[src/rspc_pkg.sv]
package rspc_pkg;

    localparam int ANGLE_BITS = 16;
    localparam int GAIN_W     = 16;
    localparam int PERIOD_W   = 16;
    localparam int MODE_W     = 3;
    localparam int DRIVE_W    = 8;
    localparam int DRIVE_MAX  = 100;
    localparam int FRAC_BITS  = 8;

    localparam int CFG_IDX_W  = 3;
    localparam int CFG_W      = (ANGLE_BITS > GAIN_W) ? ANGLE_BITS : GAIN_W;

    localparam logic [MODE_W-1:0] MODE_DOWN   = 3'd0;
    localparam logic [MODE_W-1:0] MODE_UP     = 3'd1;
    localparam logic [MODE_W-1:0] MODE_LOOKUP = 3'd2;
    localparam logic [MODE_W-1:0] MODE_STAND  = 3'd3;
    localparam logic [MODE_W-1:0] MODE_PUSH   = 3'd4;

    localparam logic [CFG_IDX_W-1:0] CFG_ANGLE_DOWN   = 3'd0;
    localparam logic [CFG_IDX_W-1:0] CFG_ANGLE_UP     = 3'd1;
    localparam logic [CFG_IDX_W-1:0] CFG_ANGLE_LOOKUP = 3'd2;
    localparam logic [CFG_IDX_W-1:0] CFG_ANGLE_STAND  = 3'd3;
    localparam logic [CFG_IDX_W-1:0] CFG_ANGLE_PUSH   = 3'd4;
    localparam logic [CFG_IDX_W-1:0] CFG_KP_GAIN      = 3'd5;
    localparam logic [CFG_IDX_W-1:0] CFG_RAMP_PERIOD  = 3'd6;

    localparam logic [GAIN_W-1:0]   KP_RESET     = GAIN_W'(256);
    localparam logic [PERIOD_W-1:0] PERIOD_RESET = PERIOD_W'(1);

    typedef logic signed [ANGLE_BITS-1:0] t_angle;

endpackage

[src/ramped_setpoint_p_controller.sv]
// Ramped-setpoint proportional controller. One request is one control tick
// (mode and measured angle) and yields one result (drive and new setpoint).
// A request is taken every clock cycle while o_in_stall is low; the first stage
// updates the setpoint and tick counter and forms the error, the second multiplies
// by the gain, truncates toward zero and clamps to +/-100 into the output register.
// The user must write registers through the config port only while no request is
// in flight; the block itself does not enforce this.
module ramped_setpoint_p_controller
    import rspc_pkg::*;
(
    input  logic                   i_clk,
    input  logic                   i_rst_n,

    input  logic                   i_cfg_we,
    input  logic [CFG_IDX_W-1:0]   i_cfg_index,
    input  logic [CFG_W-1:0]       i_cfg_data,

    input  logic                   i_in_valid,
    output logic                   o_in_stall,
    input  logic [MODE_W-1:0]      i_tail_mode,
    input  logic signed [ANGLE_BITS-1:0] i_measured_angle,

    output logic                   o_out_valid,
    input  logic                   i_out_stall,
    output logic signed [DRIVE_W-1:0]    o_motor_drive,
    output logic signed [ANGLE_BITS-1:0] o_setpoint_now
);

    localparam int ERR_W  = ANGLE_BITS + 1;
    localparam int PROD_W = ERR_W + GAIN_W + 1;
    localparam logic signed [PROD_W-1:0] LIM_HI = PROD_W'(DRIVE_MAX);
    localparam logic signed [PROD_W-1:0] LIM_LO = -PROD_W'(DRIVE_MAX);

    t_angle                r_ang_down, r_ang_up, r_ang_lookup, r_ang_stand, r_ang_push;
    logic [GAIN_W-1:0]     r_kp;
    logic [PERIOD_W-1:0]   r_period;

    t_angle                r_sp, n_sp;
    logic [PERIOD_W-1:0]   r_tick, n_tick;

    logic                  r_s1_valid;
    logic signed [ERR_W-1:0] r_s1_err;
    t_angle                r_s1_sp;

    logic                  r_out_valid;
    logic signed [DRIVE_W-1:0] r_out_drive;
    t_angle                r_out_sp;

    logic                  out_ready, s1_adv, in_acc;
    t_angle                target, base;
    logic [PERIOD_W-1:0]   tick_inc;
    logic                  step;
    logic signed [ERR_W-1:0] n_err;
    logic signed [PROD_W-1:0] prod, quo, clamped;

    // handshake
    assign out_ready   = !r_out_valid || !i_out_stall;
    assign s1_adv      = r_s1_valid && out_ready;
    assign o_in_stall  = r_s1_valid && !out_ready;
    assign in_acc      = i_in_valid && !o_in_stall;
    assign o_out_valid = r_out_valid;
    assign o_motor_drive  = r_out_drive;
    assign o_setpoint_now = r_out_sp;

    // config
    always_ff @(posedge i_clk) begin
        if (!i_rst_n) begin
            r_ang_down   <= '0;
            r_ang_up     <= '0;
            r_ang_lookup <= '0;
            r_ang_stand  <= '0;
            r_ang_push   <= '0;
            r_kp         <= KP_RESET;
            r_period     <= PERIOD_RESET;
        end else if (i_cfg_we) begin
            unique case (i_cfg_index)
                CFG_ANGLE_DOWN:   r_ang_down   <= i_cfg_data[ANGLE_BITS-1:0];
                CFG_ANGLE_UP:     r_ang_up     <= i_cfg_data[ANGLE_BITS-1:0];
                CFG_ANGLE_LOOKUP: r_ang_lookup <= i_cfg_data[ANGLE_BITS-1:0];
                CFG_ANGLE_STAND:  r_ang_stand  <= i_cfg_data[ANGLE_BITS-1:0];
                CFG_ANGLE_PUSH:   r_ang_push   <= i_cfg_data[ANGLE_BITS-1:0];
                CFG_KP_GAIN:      r_kp         <= i_cfg_data[GAIN_W-1:0];
                CFG_RAMP_PERIOD:  r_period     <= i_cfg_data[PERIOD_W-1:0];
                default: ;
            endcase
        end
    end

    // stage 1: target select, ramp update, error
    always_comb begin
        unique case (i_tail_mode)
            MODE_DOWN:   target = r_ang_down;
            MODE_UP:     target = r_ang_up;
            MODE_LOOKUP: target = r_ang_lookup;
            MODE_STAND:  target = r_ang_stand;
            MODE_PUSH:   target = r_ang_push;
            default:     target = r_sp;
        endcase
        base     = (i_tail_mode == MODE_UP) ? target : r_sp;
        tick_inc = r_tick + PERIOD_W'(1);
        step     = (tick_inc >= r_period);
        n_sp     = base;
        n_tick   = tick_inc;
        if (step) begin
            n_tick = '0;
            if (target > base) begin
                n_sp = base + t_angle'(1);
            end else if (target < base) begin
                n_sp = base - t_angle'(1);
            end
        end
        n_err = ERR_W'(n_sp) - ERR_W'(i_measured_angle);
    end

    always_ff @(posedge i_clk) begin
        if (!i_rst_n) begin
            r_sp       <= '0;
            r_tick     <= '0;
            r_s1_valid <= 1'b0;
        end else begin
            if (in_acc) begin
                r_sp   <= n_sp;
                r_tick <= n_tick;
            end
            if (in_acc) begin
                r_s1_valid <= 1'b1;
            end else if (s1_adv) begin
                r_s1_valid <= 1'b0;
            end
        end
    end

    always_ff @(posedge i_clk) begin
        if (in_acc) begin
            r_s1_err <= n_err;
            r_s1_sp  <= n_sp;
        end
    end

    // stage 2: gain, truncate toward zero, clamp
    always_comb begin
        prod = PROD_W'(r_s1_err) * $signed({1'b0, r_kp});
        quo  = (prod >>> FRAC_BITS)
             + $signed(PROD_W'(prod[PROD_W-1] && (|prod[FRAC_BITS-1:0])));
        if (quo > LIM_HI) begin
            clamped = LIM_HI;
        end else if (quo < LIM_LO) begin
            clamped = LIM_LO;
        end else begin
            clamped = quo;
        end
    end

    always_ff @(posedge i_clk) begin
        if (!i_rst_n) begin
            r_out_valid <= 1'b0;
        end else if (out_ready) begin
            r_out_valid <= r_s1_valid;
        end
    end

    always_ff @(posedge i_clk) begin
        if (s1_adv) begin
            r_out_drive <= clamped[DRIVE_W-1:0];
            r_out_sp    <= r_s1_sp;
        end
    end

    a_drive_range: assert property (@(posedge i_clk) disable iff (!i_rst_n)
        o_out_valid |-> (o_motor_drive <= DRIVE_W'(DRIVE_MAX)
                         && o_motor_drive >= -DRIVE_W'(DRIVE_MAX)))
        else $error("drive out of range");

    a_ramp_unit: assert property (@(posedge i_clk) disable iff (!i_rst_n)
        (in_acc && i_tail_mode != MODE_UP) |=>
            (r_sp == $past(r_sp) || r_sp == $past(r_sp) + t_angle'(1)
             || r_sp == $past(r_sp) - t_angle'(1)))
        else $error("setpoint moved more than one unit");

    a_tick_clear: assert property (@(posedge i_clk) disable iff (!i_rst_n)
        (in_acc && step) |=> (r_tick == '0))
        else $error("tick count not cleared on step");

    a_stage_move: assert property (@(posedge i_clk) disable iff (!i_rst_n)
        s1_adv |=> r_out_valid)
        else $error("stage 1 request lost");

endmodule

[config.mk]
export PLATFORM = sky130hd
export DESIGN_NAME = ramped_setpoint_p_controller
export DESIGN_NICKNAME = d
export VERILOG_FILES = /design/src/rspc_pkg.sv /design/src/ramped_setpoint_p_controller.sv
export SDC_FILE = /design/constraint.sdc
export NUM_CORES = 1
export LEC_CHECK = 0
export BUFFER_PORTS_ARGS = -buffer_cell sky130_fd_sc_hd__buf_2
export CELL_PAD_IN_SITES_DETAIL_PLACEMENT = 0
export CELL_PAD_IN_SITES_GLOBAL_PLACEMENT = 1
export CORE_MARGIN = 1
export CORE_UTILIZATION = 54
export CTS_BUF_LIST = sky130_fd_sc_hd__clkbuf_16
export DETAILED_ROUTE_END_ITERATION = 10
export GPL_TIMING_DRIVEN = 0
export PLACE_DENSITY = 0.88
export SLEW_MARGIN = 10
export SYNTH_ARGS = -nofsm -noshare
export SYNTH_HDL_FRONTEND = slang
export SYNTH_SLANG_ARGS = --single-unit
[constraint.sdc]
create_clock -name i_clk -period 13.5 [get_ports i_clk]
set_clock_uncertainty 0.2 [all_clocks]
set_input_delay 1.35 -clock i_clk [delete_from_list [all_inputs] [get_ports i_clk]]
set_output_delay 1.35 -clock i_clk [all_outputs]
set_load 0.02 [all_outputs]
==> impl_metrics.csv <==
group,metric,value,unit
job,cap_violations,0,
setup_path,crit_path_start,"r_s1_err[16]$_DFFE_PP_",
setup_path,slowest_delay,0.97,ns
finish,num_antenna_cells,0,
placement,hpwl,50900,um
timing,hold_viol_final,0,
finish,final_nets,3173,
clocking,cts_resized,0,
power_and_ir_drop,sw_frac_of_total,49.0,%
clocking,cts_setup_buffers,0,
floorplan,initial_utilization,54.6,%
clocking,insertion_delay,0.56,ns
floorplan,rows,74,
synthesis,synth_edf_count,57,
synthesis,yosysMostFrequentCell,"nand2_1",
setup_path,worst_path_max_delay_cell,"fa_1",
clocking,cts.htree.levels,1,
synthesis,avgSynthCellArea,8.52,sq um
route,dr_total_vias,18200,
setup_path,r2r_cells,32,
timing,fin_crit_sh,83.6,%
timing,report.final.slew_viol_count,0,
setup_path,critPathCaptureType,"flop",
clocking,clk_path_buf_depth,3,
synthesis,async_reset_ff_share,0,%
route,wl_per_cell,19.3,um
clocking,postCtsHoldBufs,0,
power_and_ir_drop,p_seq_share,21.8,%
synthesis,ys_seq_elements,203,
floorplan,fp.dieW,205,um
power_and_ir_drop,p_leak,10.9,nW
placement,place_area,23300,sq um
global_routing,grt_start_max_net_pins,37,
finish,multi_input_area,15600,sq um
setup_path,r2r_start,"r_s1_err[16]$_DFFE_PP_",
global_routing,grt_pass1_vias,18400,
global_routing,gr-total-overflow,0,
synthesis,yosysSeqAreaShare,20.8,%
finish,finalInstanceArea,24100,sq um
synthesis,ys.flop_type,"dfxtp_1",
setup_path,crit_end,"o_motor_drive[2]$_SDFFCE_PP1P_",
setup_path,worstPathArrival,11.38,ns
timing,fin_crit,11.28,ns
synthesis,syn_inst,2613,
floorplan,pin_count,69,
route,drt-total-wl,62900,um
status,status,"finished clean",
global_routing,grt_pass1_wl,98600,um
route,first_pass_iters,6,
timing,layout_setup_ws,2.22,ns
floorplan,core-area,40700,sq um
synthesis,ys_top_cells_by_area,"fa_1 (25%), dfxtp_1 (13%), nand2_1 (8.0%)",
placement,gp_congestion,0.960,
timing,setup_viol,0,
route,wl_met3,2720,um
setup_path,cpMostUsedCell,"fa_1",
power_and_ir_drop,clock_power_share,17.1,%
finish,fill_cells,3691,
route,wl_met1,25600,um
route,ant_nets,0,
min_path,hp-class,"flop to flop",
synthesis,syn_nets,3076,
timing,rsz0062_at_grt,"no",
setup_path,reg2reg_to,"o_motor_drive[2]$_SDFFCE_PP1P_",
power_and_ir_drop,p_per_area,158,nW/um^2
synthesis,synth_area_leader_cell,"fa_1",
synthesis,synth.distinct_cells,99,
clocking,cts_sinks,203,
setup_path,critPathLaunchType,"flop",
clocking,clk_pin_slew,0.07,ns
timing,worst_pin_slew,0.988,ns
global_routing,antenna_found_initial,0,
synthesis,yosysWarnings,0,
power_and_ir_drop,switchingPower,0.00186,W
global_routing,globalRouteTotalUtil,30.5,%
finish,seqCellArea,4630,sq um
route,highest_layer,"met4",
setup_path,crit_required,13.60,ns
timing,slew_headroom,33.3,%
setup_path,cp_max_fo,10,
route,drt_iter0_markers,1033,
timing,fmax,88.6,MHz
route,drc,0,
setup_path,path_class,"flop to flop",
setup_path,r2r_slack,2.22,ns
floorplan,dieArea,42000,sq um
timing,finalSetupTns,0,ns
floorplan,fp.dieH,205,um
finish,fin_util,59.2,%
finish,final_cells,3261,
placement,dpl_worst_slack,1.81,ns
power_and_ir_drop,p_int,0.00194,W
placement,port-buffer-count,68,
synthesis,synthTopCellsByCount,"nand2_1 (477), inv_1 (416), fa_1 (280), a21oi_1 (202), dfxtp_1 (146)",
synthesis,yosysTopAreaCellShare,25.2,%
power_and_ir_drop,combinationalPowerShare,61.1,%
power_and_ir_drop,vdd_drop_max,0.0987,mV
clocking,cts_tree,"yes",
route,vias_per_cell,5.57,
finish,syn_to_final_growth,8.33,%
clocking,cts_root_buffer,"clkbuf_16",
route,wl_met2,31800,um
finish,drive_gt1_share,6.63,%
synthesis,syn_area,22300,sq um
placement,dp.cells,3215,
clocking,cts_made_buffers,25,
worst max-delay path, delay by kind of cell, from the launching register on:
kind | cells | cell delay (ns)
simple gates | 7 | 1.80
mux | 1 | 0.09
compound gates | 10 | 2.85
fa+ha+maj | 8 | 4.20
buf+inv | 6 | 1.39
flops | 1 | 0.51
logic make-up after synthesis:
logic type	Yosys count	share of synthesized area, %
xor+xnor	75	3.12
fa+ha+maj	420	33.1
buf+inv	527	8.95
flops	203	20.8
mux	49	2.59
compound gates	415	11.7
simple gates	924	19.7
power by group through the flow:
stage	logic, W	clock network (W)	registers, W
floorplan	0.00174	0	0.000789
global placement	0.00226	0	0.000838
detailed placement	0.00231	0	0.000838
CTS	0.00232	0.000659	0.000826
global route	0.00259	0.000681	0.000831
finish	0.00232	0.000651	0.000829
state kept, by name (all words and copies together), names as in the netlist:
register,count
r_ang_up,16
o_motor_drive,8
o_setpoint_now,16
r_ang_stand,16
r_s1_sp,16
o_out_valid,1
r_ang_lookup,16
r_sp,16
r_ang_down,16
r_kp,16
r_ang_push,16
r_s1_err,17
r_s1_valid,1
r_tick,16
r_period,16
layer usage:
metal	GRT usage (%)	up-vias
li1	-	8617
met1	36.5	8844
met2	55.9	541
met3	2.66	153
met4	12.7	0
met5	0	-
metrics by stage:
step                hold slack, ns  total power (W)
floorplan                    0.200          0.00253
global placement             0.204          0.00309
detailed placement           0.207          0.00315
CTS                          0.226          0.00380
global route                 0.234          0.00411
finish                       0.225          0.00380
area by class of cell:
class | count | share of cell area [%]
multi-input cells | 1883 | 64.9
flip-flops and latches | 203 | 19.2
inverters | 417 | 6.49
well taps | 532 | 2.76
clock buffers | 26 | 2.70
plain buffers | 110 | 1.78
repair buffers | 70 | 1.58
clock inverters | 20 | 0.576
worst min-delay path by stage:
stage               cells past startpoint                  start                            to  slack, ns
floorplan                               0   r_s1_sp[0]$_DFFE_PP_   o_setpoint_now[0]$_DFFE_PP_       0.20
global placement                        0   r_s1_sp[6]$_DFFE_PP_   o_setpoint_now[6]$_DFFE_PP_       0.20
detailed placement                      0  r_s1_sp[11]$_DFFE_PP_  o_setpoint_now[11]$_DFFE_PP_       0.21
CTS                                     0   r_s1_sp[6]$_DFFE_PP_   o_setpoint_now[6]$_DFFE_PP_       0.23
global route                            0   r_s1_sp[6]$_DFFE_PP_   o_setpoint_now[6]$_DFFE_PP_       0.23
finish                                  0   r_s1_sp[6]$_DFFE_PP_   o_setpoint_now[6]$_DFFE_PP_       0.23
cell usage in the layout, fill, tap and decap left out, types with 26 or more instances in the layout:
cell / count
xnor2_1: 37
xor2_1: 34
a21oi_1: 202
ha_1: 140
o21ai_0: 59
inv_1: 418
mux2i_1: 35
fa_1: 280
nand3_1: 43
clkbuf_1: 95
and2_1: 129
edfxtp_1: 57
nand2_1: 477
nor2_1: 109
dfxtp_1: 146
clkbuf_16: 26
buf_2: 76
No activity file was read; power rests on OpenSTA's default activity.
